### src/rtl/core/pidc_pkg.sv
// shared types and constants of the clamped pid regulator
`default_nettype none
package pidc_pkg;

	// register indexes on the configuration port
	localparam logic [3:0] REG_GAIN_P = 4'd0;
	localparam logic [3:0] REG_GAIN_I = 4'd1;
	localparam logic [3:0] REG_GAIN_D = 4'd2;
	localparam logic [3:0] REG_LIMIT_P = 4'd3;
	localparam logic [3:0] REG_LIMIT_I = 4'd4;
	localparam logic [3:0] REG_LIMIT_D = 4'd5;
	localparam logic [3:0] REG_BIAS = 4'd6;
	localparam logic [3:0] REG_CLAMP_EN = 4'd7;

	// milliseconds per second
	localparam logic [15:0] MS_PER_S = 16'd1000;

	// rounding offset and reciprocal of the millisecond scale, ceil(2^57 / 1000)
	localparam logic [15:0] MS_HALF = MS_PER_S >> 1;
	localparam int RECIP_SHIFT = 57;
	localparam logic [23:0] RECIP_LO = 24'h978d50;
	localparam logic [23:0] RECIP_HI = 24'h83126e;

	// divider sizes
	localparam int NUM_W = 48;
	localparam int QUO_W = NUM_W + 1;

	// datapath operations
	typedef enum logic [3:0] {
		OP_NONE,
		OP_LOAD,
		OP_CLEAR,
		OP_MUL_P,
		OP_ACC_P,
		OP_MUL_I,
		OP_DIV_I,
		OP_ACC_I,
		OP_MUL_IG,
		OP_ACC_IG,
		OP_DIV_D,
		OP_ACC_D,
		OP_MUL_D,
		OP_ACC_D2,
		OP_OUT
	} pidc_op_t;

	typedef struct packed {
		pidc_op_t op;
	} pidc_ctrl_t;

	typedef struct packed {
		logic div_busy;
		logic d_run;
	} pidc_stat_t;

endpackage
`default_nettype wire

### src/rtl/core/pidc_ctrl.sv
// pid sequencer: steps the datapath through the terms of one sample, or issues a clear
`default_nettype none
module pidc_ctrl (
	input  wire logic                   clk,
	input  wire logic                   arst_n,
	input  wire logic                   in_valid,
	output logic                        in_stall,
	input  wire logic                   command,
	output logic                        out_valid,
	input  wire logic                   out_stall,
	input  wire pidc_pkg::pidc_stat_t   stat,
	output pidc_pkg::pidc_ctrl_t        ctrl
);

	typedef enum logic [3:0] {
		S_IDLE, S_MP, S_AP, S_MI, S_DI, S_WI, S_AI, S_MIG, S_AIG,
		S_DD, S_WD, S_AD, S_MD, S_AD2, S_OUT
	} state_t;

	state_t state_q;
	logic out_valid_q;
	logic accept;
	logic out_free;

	assign accept = in_valid && (state_q == S_IDLE);
	assign out_free = !out_valid_q || !out_stall;

	// operation for the current step
	always_comb begin
		unique case (state_q)
			S_IDLE: begin
				if (!accept)
					ctrl.op = pidc_pkg::OP_NONE;
				else if (command)
					ctrl.op = pidc_pkg::OP_CLEAR;
				else
					ctrl.op = pidc_pkg::OP_LOAD;
			end
			S_MP: ctrl.op = pidc_pkg::OP_MUL_P;
			S_AP: ctrl.op = pidc_pkg::OP_ACC_P;
			S_MI: ctrl.op = pidc_pkg::OP_MUL_I;
			S_DI: ctrl.op = pidc_pkg::OP_DIV_I;
			S_AI: ctrl.op = pidc_pkg::OP_ACC_I;
			S_MIG: ctrl.op = pidc_pkg::OP_MUL_IG;
			S_AIG: ctrl.op = pidc_pkg::OP_ACC_IG;
			S_DD: ctrl.op = pidc_pkg::OP_DIV_D;
			S_AD: ctrl.op = pidc_pkg::OP_ACC_D;
			S_MD: ctrl.op = pidc_pkg::OP_MUL_D;
			S_AD2: ctrl.op = pidc_pkg::OP_ACC_D2;
			S_OUT: ctrl.op = out_free ? pidc_pkg::OP_OUT : pidc_pkg::OP_NONE;
			default: ctrl.op = pidc_pkg::OP_NONE;
		endcase
	end

	// state and output valid
	always_ff @(posedge clk or negedge arst_n) begin
		if (!arst_n) begin
			state_q <= S_IDLE;
			out_valid_q <= 1'b0;
		end else begin
			if (out_valid_q && !out_stall)
				out_valid_q <= 1'b0;
			unique case (state_q)
				S_IDLE: begin
					if (accept && !command)
						state_q <= S_MP;
				end
				S_MP: state_q <= S_AP;
				S_AP: state_q <= S_MI;
				S_MI: state_q <= S_DI;
				S_DI: state_q <= S_WI;
				S_WI: begin
					if (!stat.div_busy)
						state_q <= S_AI;
				end
				S_AI: state_q <= S_MIG;
				S_MIG: state_q <= S_AIG;
				S_AIG: state_q <= stat.d_run ? S_DD : S_OUT;
				S_DD: state_q <= S_WD;
				S_WD: begin
					if (!stat.div_busy)
						state_q <= S_AD;
				end
				S_AD: state_q <= S_MD;
				S_MD: state_q <= S_AD2;
				S_AD2: state_q <= S_OUT;
				S_OUT: begin
					if (out_free) begin
						out_valid_q <= 1'b1;
						state_q <= S_IDLE;
					end
				end
				default: state_q <= S_IDLE;
			endcase
		end
	end

	assign in_stall = (state_q != S_IDLE);
	assign out_valid = out_valid_q;

	// a run request starts the sequence
	a_run_start: assert property (@(posedge clk) disable iff (!arst_n)
		(in_valid && !in_stall && !command) |=> (state_q == S_MP))
		else $error("run request did not start the sequence");

	// quotient is settled when it is used
	a_div_settled: assert property (@(posedge clk) disable iff (!arst_n)
		(state_q == S_AI || state_q == S_AD) |-> !stat.div_busy)
		else $error("quotient used while divider busy");

	// a waiting result is never overwritten
	a_out_hold: assert property (@(posedge clk) disable iff (!arst_n)
		(state_q == S_OUT && out_valid_q && out_stall) |=> (state_q == S_OUT))
		else $error("result written over a waiting one");

	// a new result only comes from the output step
	a_out_src: assert property (@(posedge clk) disable iff (!arst_n)
		$rose(out_valid_q) |-> ($past(state_q) == S_OUT))
		else $error("result raised outside output step");

endmodule
`default_nettype wire

### config.mk
export PLATFORM = sky130hd
export DESIGN_NAME = pidc_ctrl
export DESIGN_NICKNAME = d
export VERILOG_FILES = /design/src/rtl/core/pidc_pkg.sv /design/src/rtl/core/pidc_ctrl.sv
export SDC_FILE = /design/constraint.sdc
export NUM_CORES = 1
export LEC_CHECK = 0
export ABC_AREA = 1
export BUFFER_PORTS_ARGS = -buffer_cell sky130_fd_sc_hd__buf_4
export CORE_AREA = 3 3 40 42
export DETAILED_ROUTE_END_ITERATION = 12
export DIE_AREA = 0 0 43 45
export GPL_ROUTABILITY_DRIVEN = 0
export RECOVER_POWER = 100
export REMOVE_ABC_BUFFERS = 1
export SKIP_LAST_GASP = 1
export SYNTH_ARGS = -nofsm -noshare
export SYNTH_HDL_FRONTEND = slang
export SYNTH_SLANG_ARGS = --single-unit
### constraint.sdc
create_clock -name clk -period 2.1 [get_ports clk]
set_input_delay 0.315 -clock clk [delete_from_list [all_inputs] [get_ports clk]]
set_output_delay 0.315 -clock clk [all_outputs]
set_load 0.03 [all_outputs]
==> Word-level counts from Yosys, hierarchy flattened <==
Index checks and enable logic that the tools add are counted.
{ "word_totals": {"ff_bits": 5, "input_bits": 7, "output_inout_bits": 6, "word_cells": 43} }
{ "op_classes": {"n_eq_ne": 18, "n_mux": 13, "n_reduce_logical": 10} }
{ "op_table": {"columns": ["op", "count"], "rows": [
  ["one-hot mux 4 bit (15 select lines)", 1],
  ["one-hot mux 4 bit (13 select lines)", 1],
  ["equality test 4 bit, second input constant", 7],
  ["2-to-1 mux 4 bit", 5],
  ["equality test 4 x 3 -> 1 bit, second input constant", 4],
  ["equality test 4 x 2 -> 1 bit, second input constant", 2],
  ["!= test 2 bit, second input constant", 3],
  ["equality test 4 x 1 -> 1 bit, second input constant", 1],
  ["zero test 4 bit", 1],
  ["2-to-1 mux 2 bit", 2],
  ["AND reduction 4 bit", 1],
  ["nonzero test 4 bit", 1],
  ["logical AND 1 bit", 3],
  ["zero test 1 bit", 3],
  ["2-to-1 mux 1 bit", 3],
  ["2-to-1 mux 3 bit", 1],
  ["!= test 2 x 1 -> 1 bit, second input constant", 1],
  ["logical OR 1 bit", 1]
]} }

==> Longest topological paths before layout <==
{ "depth": {"word_depth": 5, "ltp_mapped": 8, "ltp_nobuf": 8} }

==> Worst setup path before layout <==
OpenSTA, ideal clock, no wires.
{ "synth_timing": {"path_type": "register to output", "startpoint": "register state_q[2]", "endpoint": "output port ctrl[2] (netlist bit)", "arrival_ns": 1.331, "required_time_ns": 1.785, "setup_slack_ns": 0.454, "stages_incl_launch_ff": 4, "n_path_buf": 0, "path_cell_list": "dfrtp_1 > nor2_1 > inv_1 > o2111ai_1"} }
{ "synth_rtl": {"columns": ["element", "line", "text"], "rows": [
  ["start, declared", "pidc_ctrl.sv:20", "state_t state_q;"],
  ["start signal, assigned", "pidc_ctrl.sv:78", "S_AIG: state_q <= stat.d_run ? S_DD : S_OUT;"],
  ["end, declared", "pidc_ctrl.sv:12", "output pidc_pkg::pidc_ctrl_t ctrl"]
]} }

==> qor.csv <==
stage,metric,value,unit
floorplanning,Die Y,45,µm
timing,unrepaired setup endpoints after global routing,no,
synth,post-synthesis compound-gate area fraction,13.17,%
timing,Final Max Slew Viols,0,
pwr,overall power,1.113,mW
drt,routed length per instance,10.97,µm
worst_hold_path,worst hold path cell count,3,
synth,adder-cell share of the synthesized area,0,%
floorplanning,core area,0.001285,mm²
synth,main combinational cell family by area after synthesis,simple AND/OR/NAND/NOR gates,
clocking,worst skew pair latency,0.24,ns
global_route,Most Crowded Layer GR,met2,
critical_path,crit path kind,register to output port,
global_route,vias in the first global route,568,
timing,f_max,529.7,MHz
floorplanning,Die X-Extent,43,µm
worst_hold_path,Hold Path End,out_valid,
synth,synth warn,0,
worst_hold_path,HP Start,out_stall,
clocking,CTS Buffer Depth,2,
critical_path,Worst setup SP type,register,
placement,DP Area,621.8,µm²
pwr,Pleak,0.3667,nW
finish,final net count,116,
timing,Slew HR,76.07,%
critical_path,Setup crit end kind,output port,
finish,Area Overhead vs Synth,25.37,%
global_route,GRT met1 Usage,20.49,%
global_route,GRT met3 Usage,3.984,%
placement,post-detail-place hpwl,1.081,mm
clocking,CTS tree,yes,
floorplanning,IO Count,13,
clocking,clock root buffer master,clkbuf_4,
drt,detailed-route via count,630,
synth,Mapped Area,513.0,µm²
drt,DR vias/cell,5.122,
finish,"most common cell after layout, fill and taps aside",nand2_1,
pwr,Max VDD drop,0.0007381,V
floorplanning,Starting Density,39.92,%
drt,DRT Wirelength,1.349,mm
critical_path,Worst R2R Path Depth,8,
clocking,H-tree levels,1,
synth,area share of and/or/nand/nor cells after synthesis,52.93,%
global_route,initial antenna violation count,0,
critical_path,FF-to-FF End,state_q[1],
critical_path,crit path DAT,1.57,ns
drt,initial drt markers,14,
timing,final hold vios,0,
finish,final instance area,643.1,µm²
finish,share of cells above drive strength 1,22.22,%
finish,Antenna diodes,0,
global_route,largest net degree at the start of global routing,8,
global_route,GRT Util Overall,15.80,%
critical_path,worst reg-to-reg setup slack,0.68,ns
synth,xor/xnor cell area share of the yosys netlist,0,%
timing,Slew @ Worst Pin,0.3604,ns
finish,most frequent cells in the layout,"nand2_1 (31), nor2_1 (18), inv_1 (9)",
run,number of max-cap violations,0,
timing,Final Setup Violations,0,
timing,skew final,0.005418,ns
timing,Tmin final,1.888,ns
synth,#FFs+latches synth,5,
drt,Routed Antenna Nets,0,
status,status,completed,
clocking,Num CTS Buffers,3,
synth,register area share after synthesis,24.39,%
pwr,pwr dens,1731,mW/mm²
critical_path,Crit Path Max Fanout,7,
timing,Tcrit/Tclk final,89.91,%
timing,setup_tns,0,ns
global_route,first-pass GRT wire length,2.325,mm
drt,First-pass DRT Iterations,4,
global_route,GR Util met2,26.65,%
critical_path,beginning of the worst register-to-register path,state_q[0],
synth,syn avg cell area,5.637,µm²
synth,Cells after Synth,91,
floorplanning,row cnt,13,
worst_hold_path,Hold Crit Class,input pin to register,
critical_path,CP required,1.78,ns
drt,DR DRC count,0,
synth,post-synthesis mux area share,0,%
clocking,setup bufs post-CTS,0,
clocking,Clock Pin Slew Worst Setup and Hold Paths,0.04,ns
floorplanning,die footprint,0.001935,mm²
clocking,TritonCTS Sinks,5,
global_route,GRT overflow,0,
placement,IO buf count,12,
synth,Netlist cell types,18,
-- timing repair --
action                                  CTS  global route
hold endpoints to repair                  5             0
endpoints found under the setup margin    0             2
hold buffers                              1             0
gates resized for setup                   0             1
-- area by class of cell --
class	instances	area, µm²
Clock buffer	4	26.28
Timing Repair Buffer	13	87.58
Inverter	13	48.80
Tap cell	15	18.77
Fill cell	146	641.9
Multi-Input combinational cell	73	336.6
Sequential cell	5	125.1
-- per-layer routing --
layer  vias up  wire length [µm]
met4         0                 0
met3         0                63
met1       291               661
met5         -                 0
li1        326                 -
met2        13               624
-- stage by stage --
step	utilization [%]	cells	hold WS (ns)	setup slack, ns
floorplan	-	91	0.01941	0.4544
global placement	48.39	118	0.1182	0.4393
detailed placement	48.39	118	0.1185	0.4354
CTS	51.22	123	0.3316	0.1687
global route	50.05	123	0.3533	0.02982
finish	50.05	123	0.3334	0.2120
-- Yosys cell counts, drive strengths merged --
| master | n | share of area [%] |
|---|---|---|
| a21oi | 4 | 4.6 |
| a22oi | 1 | 1.5 |
| dfrtp | 5 | 24 |
| inv | 13 | 9.5 |
| nand2 | 33 | 26 |
| nand3 | 6 | 6.8 |
| nand3b | 1 | 1.5 |
| nand4 | 2 | 2.4 |
| nor2 | 20 | 16 |
| nor3 | 1 | 0.97 |
| o2111ai | 1 | 1.7 |
| o211ai | 1 | 2.4 |
| o21ai | 3 | 2.9 |
-- critical path, stage by stage, from the launching register on --
cell	delay, ns
dfrtp_1	0.47
nor2_2	0.22
inv_1	0.09
nor2_1	0.18
nand3_1	0.09
nand4_1	0.09
clkbuf_2	0.20
-- sequential cells by signal, indices dropped and copies added, names as in the netlist --
register and cells:
state_q 4, out_valid 1
-- how the worst max path moves through the flow --
stage | cells past startpoint | endpoint | startpoint | slack, ns
4_1_cts | 6 | ctrl[1] | state_q[2] | 0.17
3_5_place_dp | 6 | ctrl[1] | state_q[2] | 0.44
6_report | 6 | ctrl[1] | state_q[2] | 0.21
3_3_place_gp | 6 | ctrl[0] | state_q[2] | 0.44
2_1_floorplan | 3 | ctrl[2] | state_q[2] | 0.45
5_1_grt | 6 | ctrl[1] | state_q[2] | 0.03
-- logic make-up (layout without fill, tap and decap cells) --
kind of cell,after synthesis,after routing
simple gates,63,63
buf+inv,13,30
compound gates,10,10
flops,5,5
-- power breakdown --
| group | internal [mW] | total [mW] | switching, mW |
|---|---|---|---|
| combinational | 0.261 | 0.794 | 0.533 |
| clock | 0.0717 | 0.108 | 0.0366 |
| sequential | 0.137 | 0.210 | 0.0733 |
| total | 0.470 | 1.11 | 0.643 |
Power figures use the tool's default switching activity.
